`src/hdl/clns_pkg.sv`:
```
// shared types, constants and step tables for the character lcd nibble sequencer
package clns_pkg;

  localparam int unsigned OpcodeWidth = 2;
  localparam int unsigned ByteWidth   = 8;
  localparam int unsigned NibbleWidth = 4;
  localparam int unsigned TpuWidth    = 10;
  localparam int unsigned StepWidth   = 5;
  localparam int unsigned UsWidth     = 14;
  localparam int unsigned DelayWidth  = 24;

  localparam logic [TpuWidth-1:0] TpuReset = TpuWidth'(100);

  localparam logic [StepWidth-1:0] StepIdle      = StepWidth'(0);
  localparam logic [StepWidth-1:0] StepInitFirst = StepWidth'(1);
  localparam logic [StepWidth-1:0] StepInitLast  = StepWidth'(15);
  localparam logic [StepWidth-1:0] StepByteFirst = StepWidth'(16);
  localparam logic [StepWidth-1:0] StepLast      = StepWidth'(22);

  localparam logic [ByteWidth-1:0] InitFunctionSet = 8'h28;
  localparam logic [ByteWidth-1:0] InitDisplayOn   = 8'h0C;
  localparam logic [ByteWidth-1:0] InitEntryMode   = 8'h06;
  localparam logic [ByteWidth-1:0] InitClear       = 8'h01;

  localparam logic [NibbleWidth-1:0] NibbleWake  = 4'h3;
  localparam logic [NibbleWidth-1:0] NibbleFour  = 4'h2;
  localparam logic [NibbleWidth-1:0] NibbleNone  = 4'h0;

  typedef enum logic [1:0] {
    OpTick = 2'd0,
    OpCmd  = 2'd1,
    OpData = 2'd2,
    OpInit = 2'd3
  } opcode_e;

  typedef enum logic [2:0] {
    KindIdle  = 3'd0,
    KindWait  = 3'd1,
    KindSetup = 3'd2,
    KindHigh  = 3'd3,
    KindLow   = 3'd4
  } step_kind_e;

  typedef struct packed {
    logic                   register_select;
    logic                   enable_pin;
    logic [NibbleWidth-1:0] data_nibble;
    logic                   busy_res;
    logic                   rejected;
  } res_t;

  function automatic step_kind_e step_kind(input logic [StepWidth-1:0] s);
    step_kind_e k;
    unique case (s)
      5'd1, 5'd5, 5'd9, 5'd22:                     k = KindWait;
      5'd2, 5'd6, 5'd10, 5'd13, 5'd16, 5'd19:      k = KindSetup;
      5'd3, 5'd7, 5'd11, 5'd14, 5'd17, 5'd20:      k = KindHigh;
      5'd4, 5'd8, 5'd12, 5'd15, 5'd18, 5'd21:      k = KindLow;
      default:                                     k = KindIdle;
    endcase
    return k;
  endfunction

  // length of a timed step in microseconds
  function automatic logic [UsWidth-1:0] step_us(input logic [StepWidth-1:0] s);
    logic [UsWidth-1:0] u;
    unique case (s)
      5'd1:                                    u = UsWidth'(15000);
      5'd5:                                    u = UsWidth'(5000);
      5'd9:                                    u = UsWidth'(100);
      5'd22:                                   u = UsWidth'(2000);
      5'd3, 5'd7, 5'd11, 5'd14, 5'd17, 5'd20:  u = UsWidth'(1);
      5'd4, 5'd8, 5'd12, 5'd15, 5'd18, 5'd21:  u = UsWidth'(50);
      default:                                 u = UsWidth'(0);
    endcase
    return u;
  endfunction

  function automatic logic [NibbleWidth-1:0] init_nibble(input logic [StepWidth-1:0] s);
    logic [NibbleWidth-1:0] n;
    unique case (s)
      5'd2, 5'd6, 5'd10: n = NibbleWake;
      5'd13:             n = NibbleFour;
      default:           n = NibbleNone;
    endcase
    return n;
  endfunction

  function automatic logic [ByteWidth-1:0] next_init_byte(input logic [ByteWidth-1:0] b);
    logic [ByteWidth-1:0] r;
    priority if (b == InitFunctionSet) begin
      r = InitDisplayOn;
    end else if (b == InitDisplayOn) begin
      r = InitEntryMode;
    end else begin
      r = InitClear;
    end
    return r;
  endfunction

endpackage

```
`src/hdl/clns_if.sv`:
```
// request, result and configuration channel interfaces
interface clns_req_if;
  logic                               valid;
  logic                               ready;
  logic [clns_pkg::OpcodeWidth-1:0]   opcode;
  logic [clns_pkg::ByteWidth-1:0]     byte_value;
  modport source (output valid, output opcode, output byte_value, input ready);
  modport sink   (input valid, input opcode, input byte_value, output ready);
endinterface

interface clns_res_if;
  logic                               valid;
  logic                               ready;
  logic                               register_select;
  logic                               enable_pin;
  logic [clns_pkg::NibbleWidth-1:0]   data_nibble;
  logic                               busy_res;
  logic                               rejected;
  modport source (output valid, output register_select, output enable_pin,
                  output data_nibble, output busy_res, output rejected, input ready);
  modport sink   (input valid, input register_select, input enable_pin,
                  input data_nibble, input busy_res, input rejected, output ready);
endinterface

interface clns_cfg_if;
  logic                               valid;
  logic                               ready;
  logic [clns_pkg::TpuWidth-1:0]      data;
  modport source (output valid, output data, input ready);
  modport sink   (input valid, input data, output ready);
endinterface

```
`src/hdl/char_lcd_nibble_sequencer.sv`:
```
// hd44780 style 4-bit lcd bus sequencer: one request per clock tick while no result waits in the skid register
// results: a request's result is registered in the output register, or in the skid register while the output waits
// throughput: one request per cycle while the skid register is empty; it holds one extra result
//   so a request is still taken while one result waits downstream
// reset: sequencer idle, pins low, tick rate 100 per microsecond, no results held
module char_lcd_nibble_sequencer (
  input  logic             clk_i,
  input  logic             rst_ni,
  clns_cfg_if.sink         cfg_i,
  clns_req_if.sink         req_i,
  clns_res_if.source       res_o
);

  logic [clns_pkg::TpuWidth-1:0]    tpu_q;
  logic [clns_pkg::StepWidth-1:0]   step_q, step_d;
  logic [clns_pkg::DelayWidth-1:0]  delay_q, delay_d;
  logic [clns_pkg::ByteWidth-1:0]   held_q, held_d;
  logic                             rs_q, rs_d;
  logic                             en_q, en_d;
  logic [clns_pkg::NibbleWidth-1:0] nib_q, nib_d;
  logic                             init_q, init_d;

  clns_pkg::res_t res_new;
  clns_pkg::res_t out_q, skid_q;
  logic           out_valid_q, skid_valid_q;
  logic           req_acc;

  assign cfg_i.ready = 1'b1;
  assign req_i.ready = ~skid_valid_q;
  assign req_acc     = req_i.valid & req_i.ready;

  always_ff @(posedge clk_i or negedge rst_ni) begin
    if (!rst_ni) begin
      tpu_q <= clns_pkg::TpuReset;
    end else if (cfg_i.valid && cfg_i.ready) begin
      tpu_q <= cfg_i.data;
    end
  end

  // next sequencer state for the request in flight
  always_comb begin
    logic [clns_pkg::StepWidth-1:0]   s_next;
    logic                             entered;
    logic                             step_done;
    logic [clns_pkg::DelayWidth-1:0]  delay_inc;
    logic [clns_pkg::DelayWidth-1:0]  dur_ticks;
    logic                             rejected;
    clns_pkg::step_kind_e             kind;

    step_d   = step_q;
    delay_d  = delay_q;
    held_d   = held_q;
    rs_d     = rs_q;
    en_d     = en_q;
    nib_d    = nib_q;
    init_d   = init_q;
    entered  = 1'b0;
    rejected = 1'b0;
    s_next   = step_q;

    delay_inc = delay_q + clns_pkg::DelayWidth'(1);
    dur_ticks = clns_pkg::DelayWidth'(clns_pkg::step_us(step_q)) *
                clns_pkg::DelayWidth'(tpu_q);
    // setup steps and a zero tick rate give zero length and end on the next tick
    step_done = (delay_inc >= dur_ticks);

    if (step_q != clns_pkg::StepIdle) begin
      if (!step_done) begin
        delay_d = delay_inc;
      end else begin
        entered = 1'b1;
        s_next  = step_q + clns_pkg::StepWidth'(1);
        if (step_q >= clns_pkg::StepLast) begin
          if (init_q && (held_q != clns_pkg::InitClear)) begin
            held_d = clns_pkg::next_init_byte(held_q);
            s_next = clns_pkg::StepByteFirst;
          end else begin
            init_d = 1'b0;
            s_next = clns_pkg::StepIdle;
          end
        end else if (step_q == clns_pkg::StepInitLast) begin
          held_d = clns_pkg::InitFunctionSet;
        end
        step_d = s_next;
      end
    end

    if (clns_pkg::opcode_e'(req_i.opcode) != clns_pkg::OpTick) begin
      if (step_d != clns_pkg::StepIdle) begin
        rejected = 1'b1;
      end else if (clns_pkg::opcode_e'(req_i.opcode) == clns_pkg::OpInit) begin
        entered = 1'b1;
        init_d  = 1'b1;
        rs_d    = 1'b0;
        step_d  = clns_pkg::StepInitFirst;
      end else begin
        entered = 1'b1;
        init_d  = 1'b0;
        held_d  = req_i.byte_value;
        rs_d    = (clns_pkg::opcode_e'(req_i.opcode) == clns_pkg::OpData);
        step_d  = clns_pkg::StepByteFirst;
      end
    end

    // pin effects of entering a step
    kind = clns_pkg::step_kind(step_d);
    if (entered) begin
      delay_d = '0;
      unique case (kind)
        clns_pkg::KindSetup: begin
          en_d = 1'b0;
          priority if (step_d == clns_pkg::StepByteFirst) begin
            nib_d = held_d[7:4];
          end else if (step_d > clns_pkg::StepByteFirst) begin
            nib_d = held_d[3:0];
          end else begin
            nib_d = clns_pkg::init_nibble(step_d);
          end
        end
        clns_pkg::KindHigh: en_d = 1'b1;
        clns_pkg::KindLow:  en_d = 1'b0;
        default: ;
      endcase
    end

    res_new.register_select = rs_d;
    res_new.enable_pin      = en_d;
    res_new.data_nibble     = nib_d;
    res_new.busy_res        = (step_d != clns_pkg::StepIdle);
    res_new.rejected        = rejected;
  end

  always_ff @(posedge clk_i or negedge rst_ni) begin
    if (!rst_ni) begin
      step_q  <= clns_pkg::StepIdle;
      delay_q <= '0;
      held_q  <= '0;
      rs_q    <= 1'b0;
      en_q    <= 1'b0;
      nib_q   <= '0;
      init_q  <= 1'b0;
    end else if (req_acc) begin
      step_q  <= step_d;
      delay_q <= delay_d;
      held_q  <= held_d;
      rs_q    <= rs_d;
      en_q    <= en_d;
      nib_q   <= nib_d;
      init_q  <= init_d;
    end
  end

  // result register with a skid stage behind it
  always_ff @(posedge clk_i or negedge rst_ni) begin
    if (!rst_ni) begin
      out_valid_q  <= 1'b0;
      skid_valid_q <= 1'b0;
    end else if (out_valid_q && !res_o.ready) begin
      if (req_acc) begin
        skid_valid_q <= 1'b1;
      end
    end else if (skid_valid_q) begin
      out_valid_q  <= 1'b1;
      skid_valid_q <= 1'b0;
    end else begin
      out_valid_q <= req_acc;
    end
  end

  always_ff @(posedge clk_i) begin
    if (out_valid_q && !res_o.ready) begin
      if (req_acc) begin
        skid_q <= res_new;
      end
    end else if (skid_valid_q) begin
      out_q <= skid_q;
    end else if (req_acc) begin
      out_q <= res_new;
    end
  end

  assign res_o.valid           = out_valid_q;
  assign res_o.register_select = out_q.register_select;
  assign res_o.enable_pin      = out_q.enable_pin;
  assign res_o.data_nibble     = out_q.data_nibble;
  assign res_o.busy_res        = out_q.busy_res;
  assign res_o.rejected        = out_q.rejected;

endmodule
```
`src/flat_wrapper.sv`:
```
// flat-port wrapper written by rule: the top's interface ports become plain ports
module char_lcd_nibble_sequencer_flat 
  (clk_i, rst_ni, cfg_i_valid, cfg_i_data, cfg_i_ready, req_i_valid, req_i_opcode, req_i_byte_value, req_i_ready, res_o_valid, res_o_register_select, res_o_enable_pin, res_o_data_nibble, res_o_busy_res, res_o_rejected, res_o_ready);
  clns_cfg_if cfg_i_i ();
  clns_req_if req_i_i ();
  clns_res_if res_o_i ();
  input  logic clk_i;
  input  logic rst_ni;
  input wire logic [$bits(cfg_i_i.valid)-1:0] cfg_i_valid;
  input wire logic [$bits(cfg_i_i.data)-1:0] cfg_i_data;
  output wire logic [$bits(cfg_i_i.ready)-1:0] cfg_i_ready;
  input wire logic [$bits(req_i_i.valid)-1:0] req_i_valid;
  input wire logic [$bits(req_i_i.opcode)-1:0] req_i_opcode;
  input wire logic [$bits(req_i_i.byte_value)-1:0] req_i_byte_value;
  output wire logic [$bits(req_i_i.ready)-1:0] req_i_ready;
  output wire logic [$bits(res_o_i.valid)-1:0] res_o_valid;
  output wire logic [$bits(res_o_i.register_select)-1:0] res_o_register_select;
  output wire logic [$bits(res_o_i.enable_pin)-1:0] res_o_enable_pin;
  output wire logic [$bits(res_o_i.data_nibble)-1:0] res_o_data_nibble;
  output wire logic [$bits(res_o_i.busy_res)-1:0] res_o_busy_res;
  output wire logic [$bits(res_o_i.rejected)-1:0] res_o_rejected;
  input wire logic [$bits(res_o_i.ready)-1:0] res_o_ready;
  assign cfg_i_i.valid = cfg_i_valid;
  assign cfg_i_i.data = cfg_i_data;
  assign cfg_i_ready = cfg_i_i.ready;
  assign req_i_i.valid = req_i_valid;
  assign req_i_i.opcode = req_i_opcode;
  assign req_i_i.byte_value = req_i_byte_value;
  assign req_i_ready = req_i_i.ready;
  assign res_o_valid = res_o_i.valid;
  assign res_o_register_select = res_o_i.register_select;
  assign res_o_enable_pin = res_o_i.enable_pin;
  assign res_o_data_nibble = res_o_i.data_nibble;
  assign res_o_busy_res = res_o_i.busy_res;
  assign res_o_rejected = res_o_i.rejected;
  assign res_o_i.ready = res_o_ready;
  char_lcd_nibble_sequencer u_core (.clk_i(clk_i), .rst_ni(rst_ni), .cfg_i(cfg_i_i), .req_i(req_i_i), .res_o(res_o_i));
endmodule
```
`config.mk`:
```
export PLATFORM = sky130hd
export DESIGN_NAME = char_lcd_nibble_sequencer_flat
export DESIGN_NICKNAME = d
export VERILOG_FILES = /design/src/hdl/clns_pkg.sv /design/src/hdl/clns_if.sv /design/src/hdl/char_lcd_nibble_sequencer.sv /design/src/flat_wrapper.sv
export SDC_FILE = /design/constraint.sdc
export NUM_CORES = 1
export LEC_CHECK = 0
export BUFFER_PORTS_ARGS = -buffer_cell sky130_fd_sc_hd__buf_4
export CAP_MARGIN = 30
export CORE_ASPECT_RATIO = 2
export CORE_UTILIZATION = 65
export DETAILED_ROUTE_END_ITERATION = 8
export PLACE_DENSITY_LB_ADDON = 0.05
export SETUP_SLACK_MARGIN = 0.15
export SLEW_MARGIN = 5
export SYNTH_ARGS = -nofsm -noshare
export SYNTH_HDL_FRONTEND = slang
export SYNTH_SLANG_ARGS = --single-unit
```
`constraint.sdc`:
```
create_clock -name clk_i -period 28.6 [get_ports clk_i]
set_input_delay 1.43 -clock clk_i [delete_from_list [all_inputs] [get_ports clk_i]]
set_output_delay 1.43 -clock clk_i [all_outputs]
set_load 0.01 [all_outputs]
```
==> results.md <==
* RSZ-0062 raised after global routing: no
* Net count after synthesis at 1286
* Peak supply drop at 0.0000583 V
* Arrival @ worst endpoint at 11810 ps
* Synth async-reset ratio at 77.8%
* TritonCTS clock tree: done
* Grt ovf at 0
* Largest cells by area after synthesis: fa_1, dfrtp_1, ha_1
* Placed Area at 0.00986 mm²
* Finish-stage setup viols at 0
* Share of cells above drive strength 1 at 10.3%
* Status: complete, no violations
* Primary FF master, synth: dfrtp_1
* Crit start category: register
* WL/cell at 19.8 µm
* Pin count of the biggest net entering global routing at 57
* Finished layout cell area at 0.0102 mm²
* Cell mode on critical path: inv_1
* Max Root-Sink Buffers at 2
* PostCTS Resize Cnt at 0
* Leak at 5.23 nW
* Final Max Tran Viols at 0
* Final nets at 1308
* TritonCTS Buffers at 9
* Core Area at 0.0143 mm²
* Tot GR Track Use at 37.1%
* Avg Synthesized Cell Area at 8.80 µm²
* PwrDens at 84.5 mW/mm²
* Cell row count at 62
* Drt drc at 0
* Hold Path Class: reg -> reg
* Kind of critical path: reg -> reg
* Worst r2r path cells at 42
* Clock Latency Late Sink at 350 ps
* Initial antenna violation count at 0
* Final Hold Vio Count at 0
* Synth area leader: fa_1
* Post-synthesis cell area at 0.00945 mm²
* CTS Hold Bufs at 0
* Clock Sinks at 72
* Htree depth at 3
* GRT met1 Usage at 35.4%
* Fmax at 85.4 MHz
* GR Util met2 at 68.0%
* Reg2Reg Setup Slack at 16890 ps
* Number of DRC markers in iteration 0 at 395
* Crit. End Element: register
* Die W at 87.2 µm
* Die area at 0.0150 mm²
* Post-layout worst setup margin at 16890 ps
* Worst-Margin Slew at 868 ps
* Setup WS pre-CTS at 17070 ps
* Pre-antenna DRT Iters at 5
* Port Buffer Count at 34
* Via/cell ratio at 5.95
* Area share of the largest cell type after synthesis at 19.9%
* Min Tclk post-route at 11710 ps
* Synth-to-layout area growth at 7.76%
* Max incr delay on CP at 550 ps
* Post-synthesis sequential area ratio at 20.0%
* Synthesis Warnings at 0
* Total Wirelength at 25600 µm
* Hold Slack at 505 ps
* Clock skew at 9.49 ps
* IO Pins at 36
* Crit path required time at 28700 ps
* Syn Inst Count at 1073
* Setup Total Neg Slack at 0 ps
* Largest fanout on the critical path at 10
* Routed via count at 7689
* Clock slew seen by the registers of the worst setup and hold paths at 70 ps
* Gpl congestion at 0.951
* Max-slew headroom at 42.0%
* Initial core utilization at 66.2%
* Ant. Diodes at 0
* Post-CTS setup buffer count at 0
* DP HPWL at 20600 µm
* Vias in the first global route at 8246
* Clock root cell: clkbuf_16
* M3 GR Usage at 5.25%
* Die Ht at 172 µm
* Max-cap violations at 0
* Post-synth EDFFs at 16
* GRT busiest layer: met2
* Post-synth cell types at 77
* First-pass GRT wire length at 41300 µm
* Hold Crit Depth at 1
* Number of synthesized register bits at 72
* Final Power at 860 µW
* Tcrit/Tclk final at 41.0%
* Slowest CP cell: fa_1
* Detail Route Antenna Nets at 0
cell families (layout without fill, tap and decap cells):
family,count (synthesis),count (layout),share of synthesized area [%]
muxes,34,34,4.15
AOI/OAI and AO/OA,187,187,13.6
buffers and inverters,184,211,7.54
other,1,1,0.0397
xor gates and xnor gates,47,47,4.36
adders and majority gates,188,188,32.4
and+or+nand+nor,360,360,18.0
DFF,72,72,20.0
power by group:
group | switching, mW | total [mW] | internal [mW]
Sequential | 0.0248 | 0.155 | 0.130
Combinational | 0.354 | 0.584 | 0.230
Clock | 0.0520 | 0.122 | 0.0696
Total | 0.431 | 0.860 | 0.429
Yosys cell counts, types with 3 or more instances:
cell	count
nand2_1	160
inv_1	151
fa_1	94
ha_1	94
o21ai_0	70
nor2_1	58
dfrtp_1	53
and2_1	39
a21oi_1	30
clkbuf_1	25
xor2_1	24
xnor2_1	23
and3_1	20
nand3_1	19
edfxtp_1	16
mux2_2	16
nand2b_1	12
mux2i_1	11
nor2b_1	11
or2_2	9
nor3_1	8
o31ai_1	8
a21o_1	7
a31oi_1	7
o21a_1	7
mux2_4	6
nor4_1	5
o21ai_1	5
nor3b_1	4
o2111a_1	4
o211ai_1	4
a2111oi_0	3
a211o_1	3
a211oi_1	3
a21oi_2	3
dfstp_2	3
nand3b_1	3
nand4_1	3
o22ai_1	3
cell type report:
class | count | area, µm²
multi-input combinational | 817 | 6850
fill | 1198 | 4090
sequential | 72 | 1890
inverter | 153 | 574
timing repair buffer | 42 | 315
tap | 192 | 240
clock buffer | 9 | 225
clock inverter | 7 | 86.3
metrics by stage:
stage | utilization, % | cells
floorplan | - | 1073
global placement | 69.0 | 1274
global route | 71.3 | 1292
finish | 71.3 | 1292
detailed placement | 69.1 | 1275
CTS | 71.3 | 1291
metal layers:
| metal | wire length [µm] | share of wire [%] | vias to the layer above |
|---|---|---|---|
| met1 | 8490 | 33 | 3744 |
| met5 | 0 | 0 | - |
| li1 | - | - | 3599 |
| met2 | 14100 | 55 | 235 |
| met3 | 869 | 3.4 | 111 |
| met4 | 2100 | 8.2 | 0 |
registers in the layout, summed over array words and instances, names as in the netlist:
register and flops:
u_core.en_q 1, u_core.tpu_q 10, u_core.held_q 8, u_core.res_o.enable_pin 1, u_core.res_o.busy_res 1, u_core.init_q 1
u_core.rs_q 1, u_core.nib_q 4, u_core.res_o.register_select 1, u_core.step_q 5, u_core.res_o.rejected 1, u_core.delay_q 24
u_core.res_o.data_nibble 4, u_core.res_o.valid 1, u_core.skid_valid_q 1, u_core.skid_q 8
critical path: cells and delay by family, from the launching register on:
kind | cells | cell delay [ps]
compound gates | 10 | 2720
fa+ha+maj | 9 | 3630
flops | 1 | 520
xor+xnor | 1 | 90
mux | 3 | 930
simple gates | 11 | 2660
buf+inv | 8 | 870
placed cells by master, fill, tap and decap left out, types with 4 or more instances in the layout:
cell	count
and2_1	39
fa_1	94
edfxtp_1	16
mux2i_1	11
o2111a_1	4
nor4_1	5
buf_4	42
clkbuf_16	9
mux2_4	6
nor3b_1	4
mux2_2	16
nor2_1	58
o21ai_0	70
a21oi_1	30
and3_1	20
a31oi_1	7
o211ai_1	4
ha_1	94
nor2b_1	11
nand3_1	19
nand2b_1	12
nor3_1	8
xnor2_1	23
inv_1	151
xor2_1	24
or2_2	9
dfrtp_1	53
o21a_1	7
o31ai_1	8
o21ai_1	4
nand2_1	160
a21o_1	7
final timing paths:
| path | start | end |
|---|---|---|
| min in group asynchronous | rst_ni | u_core.delay_q[23] |
| hold reg to reg | u_core.nib_q[3] | u_core.nib_q[3] |
| setup / recovery | u_core.step_q[0] | u_core.res_o.data_nibble[3] |
| setup reg to reg | u_core.step_q[0] | u_core.res_o.data_nibble[3] |
| max in group asynchronous | rst_ni | u_core.delay_q[10] |
| hold / removal | u_core.nib_q[3] | u_core.nib_q[3] |
Power figures use the tool's default switching activity.
